**src/rtl/gf256_ram.sv**
```systemverilog
// ----------------------------------------------------------------------------
// Generic RAM
// One write port and two read ports with registered, enable-held read data.
// ----------------------------------------------------------------------------
`default_nettype none

module gf256_ram #(
  parameter  int WIDTH = 8,
  parameter  int DEPTH = 256,
  localparam int AW    = $clog2(DEPTH)
) (
  input  wire logic             clk,
  input  wire logic             we,
  input  wire logic [AW-1:0]    waddr,
  input  wire logic [WIDTH-1:0] wdata,
  input  wire logic             re_a,
  input  wire logic [AW-1:0]    raddr_a,
  output logic      [WIDTH-1:0] rdata_a,
  input  wire logic             re_b,
  input  wire logic [AW-1:0]    raddr_b,
  output logic      [WIDTH-1:0] rdata_b
);

  logic [WIDTH-1:0] mem_r [DEPTH];
  logic [WIDTH-1:0] rdata_a_r;
  logic [WIDTH-1:0] rdata_b_r;

  // Write port
  always_ff @(posedge clk) begin
    if (we) begin
      mem_r[waddr] <= wdata;
    end
  end

  // Read ports, hold data while disabled
  always_ff @(posedge clk) begin
    if (re_a) begin
      rdata_a_r <= mem_r[raddr_a];
    end
    if (re_b) begin
      rdata_b_r <= mem_r[raddr_b];
    end
  end

  assign rdata_a = rdata_a_r;
  assign rdata_b = rdata_b_r;

endmodule

`default_nettype wire

```
**config.mk**
```make
export PLATFORM = sky130hd
export DESIGN_NAME = gf256_ram
export DESIGN_NICKNAME = d
export VERILOG_FILES = /design/src/rtl/gf256_ram.sv
export SDC_FILE = /design/constraint.sdc
export NUM_CORES = 2
export LEC_CHECK = 0
export BUFFER_PORTS_ARGS = -buffer_cell sky130_fd_sc_hd__buf_2
export CAP_MARGIN = 20
export CORE_MARGIN = 2
export CORE_UTILIZATION = 40
export CTS_CLUSTER_DIAMETER = 60
export DETAILED_ROUTE_END_ITERATION = 6
export SYNTH_ARGS = -nofsm -noshare
export SYNTH_HDL_FRONTEND = slang
export SYNTH_SLANG_ARGS = --single-unit
```
**constraint.sdc**
```tcl
create_clock -name clk -period 2.9 [get_ports clk]
set_input_delay 0.145 -clock clk [delete_from_list [all_inputs] [get_ports clk]]
set_output_delay 0.145 -clock clk [all_outputs]
set_load 0.01 [all_outputs]
```
# Word level (Yosys, flattened, before mapping)
# Memories as Yosys holds them, arrays and structs flattened. A register that Yosys moved wholly into a read port is not among the register bits.
# Cells that the tools add are included.
# totals
n_memories	1
output_inout_bits	16
mem_bits_rw	2048
ff_bits	0
word_cells	3
inputBits	36
# memory_table
memory	words	word_bits	read_ports	rd_clocked_by_memory_dff	write_ports	line_no	rtl
mem_r	256	8	2	2	1	24	logic [WIDTH-1:0] mem_r [DEPTH];
# classes
mux	2
# op_table
operator	count
1-bit 2-to-1 mux	2

# Longest topological paths before layout
# logic_depth
depth_word	2
mapped_depth	12
mapped_depth_nobuf	6

# Worst setup path after synthesis
# Ideal clock, no wire load.
# synth_timing
kind	input -> register
from	in raddr_b[0]
to	reg rdata_b_r[0] (netlist: rdata_b[0]) (read register of mem_r), data pin
stages	9
arrival_time_ns	2.046
path_buffers	3
setup_time_ns	0.277
setup_slack_ns	0.577
path_cell_list	buf_4 buf_6 buf_2 mux4_2 mux4_2 nand2_1 a21oi_1 a21oi_1 a221oi_2
# synth_rtl
element	line_no	rtl
from (decl)	20	input wire logic [AW-1:0] raddr_b,
to (decl)	26	logic [WIDTH-1:0] rdata_b_r;

==> impl_metrics.ini <==
[route]
wl_per_cell_microns = 35.46
vias = 57155
postRouteAntennaNets = 0
drtIter0Drc = 8656
routed_wl_mm = 317.5
firstDrtPassIters = 6
drcViolationCount = 0
viasPerCell = 6.383

[final_layout]
layout_common_cells = edfxtp_1, mux4_2, buf_4
fillCellCount = 19911
layout_commonest_cell = edfxtp_1
drive_gt1_share_pct = 40.08
area_growth_pct = 17.24
nets = 5610
fin_area_sq_um = 113900

[synth]
ys_seq_area_share_pct = 63.81
syn_area_sq_um = 97130
ys_ff_latch = 2064
yosys_warnings = 0
async_flop_share_pct = 0
yosysUniqueCellTypes = 64
synth_edf_count = 2064
syn-instance-count = 4847
synth_fp_nets = 4883
ys.flop_type = edfxtp_1
synth_area_per_cell_sq_um = 20.04

[placed_design]
dp_hpwl_mm = 219.4
numPortBuffers = 51
place_area_sq_um = 106700
gp_congestion = 0.9417
post-place-ws_ns = -0.8006

[timing]
hold_viol = 0
finalClockSkew_ns = 0.04551
drv_slew = 0
rsz0062_at_grt = false
final-setup-viol-count = 1
fmax_ghz = 0.3382
period_minus_slack_ns = 2.957
worst_pin_slew_ns = 1.138
final.period_utilization_pct = 102.0
setup_tns_ns = -0.05659
slew_headroom_pct = 24.16
fin_ws_ns = -0.05659

[global_routing]
grt_max_degree = 116
overflow = 0
antenna_found_initial = 18
grt_pass1_vias = 56780
grt_pass1_wl_mm = 443.2
grtUsageTotal_pct = 25.64

[critical_path]
rr_endpoint = rdata_b[1]$_DFFE_PP_
end_kind = register
crit_arrival_ns = 3.55
reg2reg_from = mem_r[9][1]$_DFFE_PP_
crit_chain = mux4_2, mux4_2, o21ai_0, buf_4, a32o_1, a221oi_2
path_max_fanout = 2
cp_slowest_stage_delay_ns = 0.79
setup.worst_path.start = mem_r[9][1]$_DFFE_PP_
critPathLaunchType = register
critical-path-slowest-cell = o21ai_0
critical_path_class = reg2reg
rrSetupSlack_ns = -0.06
cp.required_ns = 3.50
r2r_cells = 6
cp_common_cell = mux4_2

[min_path]
hold_path_depth = 1
hp-start = wdata[1]
whs_endpoint = mem_r[96][1]$_DFFE_PP_
hold_class = in2reg

[clock_network]
clkLatencyLatePin_ns = 0.87
cts_buffer_depth = 3
cts_tree = done
cts.htree.levels = 4
clkSlewWorstSetupHoldPaths_ns = 0.06
cts.root.buffer_cell = clkbuf_16
cts_sinks = 2064
numCtsBuffers = 216
post_cts_buffers = 0

[floorplan]
rows = 180
die_width_microns = 496.8
dieArea_sq_um = 246800
coreArea_sq_um = 241000
io_pins = 52
die_y_microns = 496.8
initial_core_util_pct = 40.31

[power]
p_leak_nw = 36.89
powerDensity_nw_per_um2 = 587.3
ir_worst_vdd_uv = 502.5

[status]
status = finished with violations
violations = negative setup slack

[flow_run]
drv_cap = 0
worst max-delay path by stage:
stage                                 to  slack [ns]  cells after the start
CTS                 rdata_b[3]$_DFFE_PP_        0.02                      6
global placement    rdata_a[4]$_DFFE_PP_       -0.74                     10
floorplan           rdata_b[0]$_DFFE_PP_        0.58                      9
detailed placement  rdata_a[4]$_DFFE_PP_       -0.80                     10
global route        rdata_b[1]$_DFFE_PP_       0.003                      6
finish              rdata_b[1]$_DFFE_PP_       -0.06                      6
through the flow:
step	total power [mW]	util [%]	std cells	hold slack (ns)
finish	66.89	47.26	8954	0.02415
global route	68.54	47.25	8946	0.04278
CTS	67.14	47.24	8941	0.01937
detailed placement	39.83	44.28	8525	0.5773
global placement	39.79	44.27	8524	0.5791
floorplan	36.86	-	4847	0.2439
per-layer routing:
metal	track usage [%]	part of all wire, %	vias up
li1	-	-	22564
met4	10.36	4.6	14
met2	40.63	47	3332
met1	35.21	39	30658
met5	0	0.028	-
met3	4.646	9.2	587
flip-flops by register name, summed over array words and instances, names as in the netlist:
| register | cells |
|---|---|
| mem_r | 2048 |
| rdata_b | 8 |
| rdata_a | 8 |
report_power, final:
part	switching [mW]	total, mW	leakage [nW]	internal [mW]
Clock	12.1	27.6	3.38	15.5
Combinational	3.59	6.27	14.9	2.68
Sequential	0.0862	33.0	18.6	32.9
layout make-up:
type	count	area [sq um]	share of cell area [%]
Sequential cell	2064	61980	54.43
Multi-Input combinational cell	2382	32530	28.57
Timing Repair Buffer	904	8351	7.333
Clock buffer	261	5574	4.895
Tap cell	3185	3985	3.499
Clock inverter	139	1396	1.226
Antenna cell	13	32.53	0.02857
Inverter	6	26.28	0.02307
cells in the mapped netlist, types with 12 or more instances:
cell type	number	area share [%]
nand4_1	13	0.084
buf_4	42	0.32
nor2b_1	27	0.17
nand3_1	52	0.27
buf_2	104	0.54
nor2_1	298	1.2
a22oi_1	62	0.48
edfxtp_1	2064	64
a211oi_1	28	0.22
a221oi_1	32	0.29
o21ai_0	34	0.18
and2_1	12	0.077
buf_6	44	0.51
buf_1	25	0.097
o211ai_1	13	0.10
mux2i_1	236	2.4
o22ai_1	48	0.31
o221ai_1	65	0.59
buf_8	35	0.54
mux4_2	1051	24
nand2_1	114	0.44
mux2_2	38	0.44
a21oi_1	79	0.41
a22o_1	22	0.20
nor3_1	21	0.11
clkbuf_1	137	0.53
critical path, delay by kind of cell, from the launching register on:
family / cells / cell delay [ns]
AOI/OAI and AO/OA: 3 / 1.03
muxes: 2 / 1.00
DFF: 1 / 0.40
buffers and inverters: 1 / 0.25
cells by family after synthesis:
group | count (synthesis) | share of synthesized area, %
AOI/OAI and AO/OA | 466 | 3.533
DFF | 2064 | 63.81
and+or+nand+nor | 591 | 2.691
muxes | 1325 | 27.24
buffers and inverters | 401 | 2.726
what timing repair did:
action,4_1_cts,5_1_grt
hold buffers,16,0
endpoints found under the hold margin,444,0
endpoints found under the setup margin,3,3
resized for setup,3,3
Note: power is estimated with default switching activity, not from simulation.
