===== config.mk =====
export PLATFORM = sky130hd
export DESIGN_NAME = gf256_tbl_init
export DESIGN_NICKNAME = d
export VERILOG_FILES = /design/src/rtl/gf256_pkg.sv /design/src/rtl/gf256_tbl_init.sv
export SDC_FILE = /design/constraint.sdc
export NUM_CORES = 1
export LEC_CHECK = 0
export BUFFER_PORTS_ARGS = -buffer_cell sky130_fd_sc_hd__buf_2
export CAP_MARGIN = 20
export CORE_MARGIN = 1
export CORE_UTILIZATION = 44
export DETAILED_ROUTE_END_ITERATION = 8
export PLACE_DENSITY = 0.78
export SYNTH_ARGS = -nofsm -noshare
export SYNTH_HDL_FRONTEND = slang
export SYNTH_SLANG_ARGS = --single-unit
export TNS_END_PERCENT = 100

===== constraint.sdc =====
create_clock -name clk -period 3.35 [get_ports clk]
set_input_delay 0.335 -clock clk [delete_from_list [all_inputs] [get_ports clk]]
set_output_delay 0.335 -clock clk [all_outputs]
set_load 0.005 [all_outputs]

===== src/rtl/gf256_pkg.sv =====
// ----------------------------------------------------------------------------
// GF(2^8) arithmetic unit package
// Field constants, opcodes, table fill bus and modulo-255 folding helpers.
// ----------------------------------------------------------------------------
`default_nettype none

package gf256_pkg;

  localparam int GF_ELEM_W = 8;
  localparam int GF_EXP_W  = 16;

  // Field polynomial x^8+x^4+x^3+x^2+1 and multiplicative group order
  localparam logic [8:0]           GF_POLY  = 9'h11D;
  localparam logic [GF_ELEM_W-1:0] GF_ORDER = 8'd255;
  localparam logic [GF_ELEM_W-1:0] GF_ONE   = 8'd1;
  localparam logic [GF_ELEM_W-1:0] GF_ZERO  = 8'd0;

  // Operation codes
  typedef enum logic [2:0] {
    FN_ADD = 3'd0,
    FN_MUL = 3'd1,
    FN_POW = 3'd2,
    FN_INV = 3'd3,
    FN_DIV = 3'd4,
    FN_LOG = 3'd5
  } gf_func_t;

  // Result source at the output stage
  typedef enum logic [1:0] {
    SEL_EXP  = 2'd0,
    SEL_ZERO = 2'd1,
    SEL_ONE  = 2'd2,
    SEL_PASS = 2'd3
  } gf_sel_t;

  // Table fill sequencer states
  typedef enum logic {
    INIT_FILL = 1'b0,
    INIT_DONE = 1'b1
  } gf_init_state_t;

  // Table write bus from the fill sequencer
  typedef struct packed {
    logic                 busy;
    logic                 we;
    logic [GF_ELEM_W-1:0] exp_addr;
    logic [GF_ELEM_W-1:0] exp_data;
    logic [GF_ELEM_W-1:0] log_addr;
    logic [GF_ELEM_W-1:0] log_data;
  } gf_tbl_wr_t;

  // Multiply a field element by the generator 2
  function automatic logic [GF_ELEM_W-1:0] gf_mul2(input logic [GF_ELEM_W-1:0] a);
    logic [GF_ELEM_W-1:0] sh;
    sh = {a[GF_ELEM_W-2:0], 1'b0};
    return a[GF_ELEM_W-1] ? (sh ^ GF_POLY[GF_ELEM_W-1:0]) : sh;
  endfunction

  // Fold a 9-bit sum to 0..255, congruent modulo 255 (sum stays below 511)
  function automatic logic [GF_ELEM_W-1:0] gf_fold9(input logic [GF_ELEM_W:0] s);
    return s[GF_ELEM_W-1:0] + {{(GF_ELEM_W-1){1'b0}}, s[GF_ELEM_W]};
  endfunction

  // Reduce a 16-bit value to 0..255, congruent modulo 255
  function automatic logic [GF_ELEM_W-1:0] gf_fold16(input logic [GF_EXP_W-1:0] v);
    logic [GF_ELEM_W:0] s;
    s = {1'b0, v[GF_EXP_W-1:GF_ELEM_W]} + {1'b0, v[GF_ELEM_W-1:0]};
    return gf_fold9(s);
  endfunction

endpackage

`default_nettype wire


===== src/rtl/gf256_tbl_init.sv =====
// ----------------------------------------------------------------------------
// GF(2^8) table fill sequencer
// Sweeps the exponent and logarithm tables once after reset, one entry a cycle.
// ----------------------------------------------------------------------------
`default_nettype none

module gf256_tbl_init (
  input  wire logic            clk,
  input  wire logic            rst_n,
  output gf256_pkg::gf_tbl_wr_t wr
);

  import gf256_pkg::*;

  gf_init_state_t       state_r, state_nxt;
  logic [GF_ELEM_W-1:0] idx_r, idx_nxt;
  logic [GF_ELEM_W-1:0] pow_r, pow_nxt;

  // State and sweep registers
  always_ff @(posedge clk) begin
    if (!rst_n) begin
      state_r <= INIT_FILL;
      idx_r   <= GF_ZERO;
      pow_r   <= GF_ONE;
    end else begin
      state_r <= state_nxt;
      idx_r   <= idx_nxt;
      pow_r   <= pow_nxt;
    end
  end

  // Walk powers of the generator; the last step writes log of zero
  always_comb begin
    state_nxt   = state_r;
    idx_nxt     = idx_r;
    pow_nxt     = pow_r;
    wr.busy     = 1'b0;
    wr.we       = 1'b0;
    wr.exp_addr = idx_r;
    wr.exp_data = pow_r;
    wr.log_addr = (idx_r == GF_ORDER) ? GF_ZERO : pow_r;
    wr.log_data = idx_r;
    unique case (state_r)
      INIT_FILL: begin
        wr.busy = 1'b1;
        wr.we   = 1'b1;
        idx_nxt = idx_r + 8'd1;
        pow_nxt = gf_mul2(pow_r);
        if (idx_r == GF_ORDER) begin
          state_nxt = INIT_DONE;
        end
      end
      INIT_DONE: begin
        wr.busy = 1'b0;
      end
      default: begin
        state_nxt = INIT_FILL;
      end
    endcase
  end

endmodule

`default_nettype wire


# Yosys cells after proc, flatten, opt, wreduce, memory -nomap -nowiden
# Index checks and enable logic that the tools add are counted.
# W data, S select, Z words.
# op_classes
div_mod_pow	0
shift	0
n_bitwise	2
n_lt_le_gt_ge	0
n_reduce_logical	0
multipliers	0
add_sub_neg	1
eq_ne	1
muxes	6
# op_table
operator	count
$add A8 B1 Y8 const B	1
$eq A8 B8 Y1 const B	1
$mux W8	1
$mux W5	1
$not A4 Y4	1
$mux W1	3
$pmux W1 S2	1
$not A1 Y1	1
# word_totals
inputBits	2
mem_bits_rw	0
output_inout_bits	34
elab_cells	13
romBits	0
reg_bits	17
n_memories	0
latchBits	0

# Logic depth before layout (Yosys ltp)
# depth
word_depth	3
depth_mapped	4
depth_no_buf	4

# Least setup slack after synthesis
# Ideal clock, no wire load.
# synth_timing
kind	register -> output
from	register idx_r[0]
to	output wr[11] in the netlist's numbering
setup_slack_ns	1.836
t_required_ns	3.015
n_path_buf	0
stages_incl_launch_ff	5
arrival_time_ns	1.179
cell_sequence	dfxtp_1 -> ha_1 -> nand3_1 -> nor2_1 -> and2b_1
# synth_lines
item	line	source
from (decl)	gf256_tbl_init.sv:16	logic [GF_ELEM_W-1:0] idx_r, idx_nxt;
from (signal assigned)	gf256_tbl_init.sv:27	idx_r <= idx_nxt;
to (decl)	gf256_tbl_init.sv:10	output gf256_pkg::gf_tbl_wr_t wr

==> impl_results.md <==
* Final Cycle Share at 64.91%
* Final slew viol count at 0
* Worst slew pin tran at 568.6 ps
* Max-cap violations at 0
* Synth area leader: dfxtp_1
* Register bit total from synthesis at 17
* Drt wl/cell at 11.15 um
* Syn Nets at 91
* Dpl hpwl at 1100 um
* Lkg Pwr at 0.4880 nW
* Avg Synthesized Cell Area at 9.583 um2
* Fin crit period at 2175 ps
* Multi-input logic area at 415.4 um2
* Pin count of the biggest net entering global routing at 18
* Postcts setup bufs at 0
* Predominant post-synthesis flop cell: dfxtp_1
* Largest cells by area after synthesis: dfxtp_1 (40%), buf_4 (8.9%), mux2i_1 (7.1%), xnor2_1 (6.2%), and2b_1 (5.3%)
* Antenna violations before repair at 0
* Htree depth at 1
* Max VDD drop at 0.0002698 V
* CP Max Fanout at 9
* Hold Buf Count CTS at 0
* CTS tree: yes
* Global Route Usage Sum at 16.93%
* Final Skew at 2.211 ps
* Crit path DAT at 1840 ps
* Buf/Inv on CP at 1
* CP max stage delay at 470 ps
* CORE AREA at 1764 um2
* Final Cell Area at 992.2 um2
* YS warnings at 0
* Synthesis-to-finish area growth at 17.66%
* Comb pwr share at 8.5%
* Part of the Yosys area used for sequential elements at 40.36%
* Post-Place Cell Area at 965.9 um2
* Synthesized instance count at 88
* Synth top area share at 40.36%
* Max clock buf depth at 2
* Sequential group share of total power at 61.2%
* Post-route ant nets at 0
* Die Y at 45.78 um
* Vias/cell at 5.029
* Hold Path End: pow_r[0]
* Cell area after technology mapping at 843.3 um2
* Sw Ratio at 23.22%
* HP Class: primary input to flip-flop
* Final nets at 119
* GRT overflow at 0
* Final hold vios at 0
* Reg2reg start: idx_r[0]
* Reg area at 340.3 um2
* Delay-heaviest family, CP: simple AND/OR/NAND/NOR gates
* Vias in the first global route at 584
* # fillers at 177
* R2R setup slack at 1940 ps
* Initial core utilization at 47.80%
* Crit path cell chain: ha_1, nand3_1, nor2_1, and2b_1, buf_2
* Post-synth top cells: dfxtp_1 (17), buf_4 (10), nor2b_1 (7)
* Count leader, synth: dfxtp_1
* Outcome: completed
* Via count at 704
* DRC Markers at 0
* # IOs at 36
* Crit path max-delay cell type: dfxtp_1
* Num CTS Buffers at 3
* ANT cells at 0
* Crit start category: flip-flop
* Clock sinks at 17
* Port Buffers at 35
* Post-synth cell types at 25
* Worst-Skew Late Latency at 280 ps
* Post-CTS sizing at 0
* Final setup viols at 0
* DIE WIDTH at 45.78 um
* Core Rows at 15
* Critical path class: flip-flop to primary output
* Violation count after the first detailed-route iteration at 5
* Number of synthesized flops with an enable pin at 0
* P_int at 0.0002714 W
* Clock transition at path regs at 90 ps
* NetSw at 0.00008208 W
* Full die area at 2096 um2
* Global-route wire length before repair at 2504 um
* Worst EP required at 3010 ps
* Clk pwr share at 30.3%
* Share of post-route cells with drive strength above 1 at 33.04%
* Post-Route WL at 1561 um
* Worst hold stages at 2
* Min-delay src: rst_n
* RSZ-0062 raised after global routing: no
* Setup TNS at 0 ps
* Crit end category: primary output
* Worst reg2reg path depth at 4
* Root Buffer: clkbuf_4
* Drt first pass iters at 4
* RD Place Congestion at 0.8166
* FMAX at 0.4599 GHz
* Async SR Flop Fraction at 0%
* PwrDens at 356.3 nW/um2
* R2R Path End: state_r
* Rel. slew slack at 62.04%
-- sequential cells by signal (all words and copies together), names as in the netlist --
name / cells
idx_r: 8
state_r: 1
pow_r: 8
-- through the flow --
| stage | worst slack (ps) | hold WS, ps | total power [W] | util (%) | cells |
|---|---|---|---|---|---|
| finish | 1175 | 346.0 | 0.0003535 | 56.24 | 140 |
| global route | 1004 | 351.4 | 0.0003725 | 56.24 | 140 |
| CTS | 1143 | 335.5 | 0.0003591 | 56.24 | 140 |
| detailed placement | 1483 | 505.1 | 0.0002514 | 54.75 | 136 |
| global placement | 1540 | 498.4 | 0.0002511 | 54.75 | 136 |
| floorplan | 1836 | 463.2 | 0.0002405 | - | 88 |
-- placed cells by master, fill, tap and decap left out, types with 2 or more instances in the layout --
cell type | netlist | layout
and2_1 | 3 | 3
o211a_1 | 3 | 3
o21ai_0 | 3 | 3
nand2_1 | 6 | 6
clkbuf_4 | 0 | 3
dfxtp_1 | 17 | 17
a21boi_0 | 2 | 2
and2b_1 | 6 | 6
a21boi_1 | 2 | 2
or3_1 | 3 | 3
xnor2_1 | 6 | 6
buf_2 | 1 | 35
mux2i_1 | 6 | 6
nor2b_1 | 7 | 7
nand3_1 | 2 | 2
nand4b_1 | 2 | 2
-- area by class of cell --
class	instances	area share, %
multi-input combinational	58	41.87
tap	25	3.153
timing repair buffer	35	17.65
inverter	1	0.3783
sequential	17	34.30
clock buffer	4	2.648
-- power groups by stage --
stage          logic [W]  clock network (W)  registers, W
2_1_floorplan  0.0000203                  0      0.000220
3_3_place_gp   0.0000304                  0      0.000221
3_5_place_dp   0.0000304                  0      0.000221
4_1_cts        0.0000306           0.000112      0.000216
5_1_grt        0.0000338           0.000121      0.000217
6_report       0.0000302           0.000107      0.000216
-- routing by layer --
| layer | vias up | share of wire, % | GRT usage, % |
|---|---|---|---|
| met1 | 322 | 46 | 20.79 |
| met2 | 33 | 47 | 26.00 |
| met5 | - | 0 | 0 |
| li1 | 347 | - | - |
| met4 | 0 | 0.70 | 10.59 |
| met3 | 2 | 6.3 | 4.762 |
-- worst max-delay path by stage --
stage / startpoint / to / slack (ps) / depth (start not counted)
after detailed placement: idx_r[0] / wr[12] / 1480 / 5
after global routing: idx_r[0] / wr[12] / 1000 / 5
after global placement: idx_r[0] / wr[9] / 1540 / 5
after floorplan: idx_r[0] / wr[11] / 1840 / 4
final: idx_r[0] / wr[12] / 1180 / 5
after CTS: idx_r[0] / wr[12] / 1140 / 5
-- cell families after synthesis --
logic type / count (synthesis) / share of synthesized area [%]
AOI/OAI and AO/OA: 12 / 10.68
DFF: 17 / 40.36
buffers and inverters: 13 / 10.38
xor gates and xnor gates: 6 / 6.231
muxes: 6 / 7.122
adders and majority gates: 1 / 1.483
and+or+nand+nor: 33 / 23.74
Power figures use the tool's default switching activity.
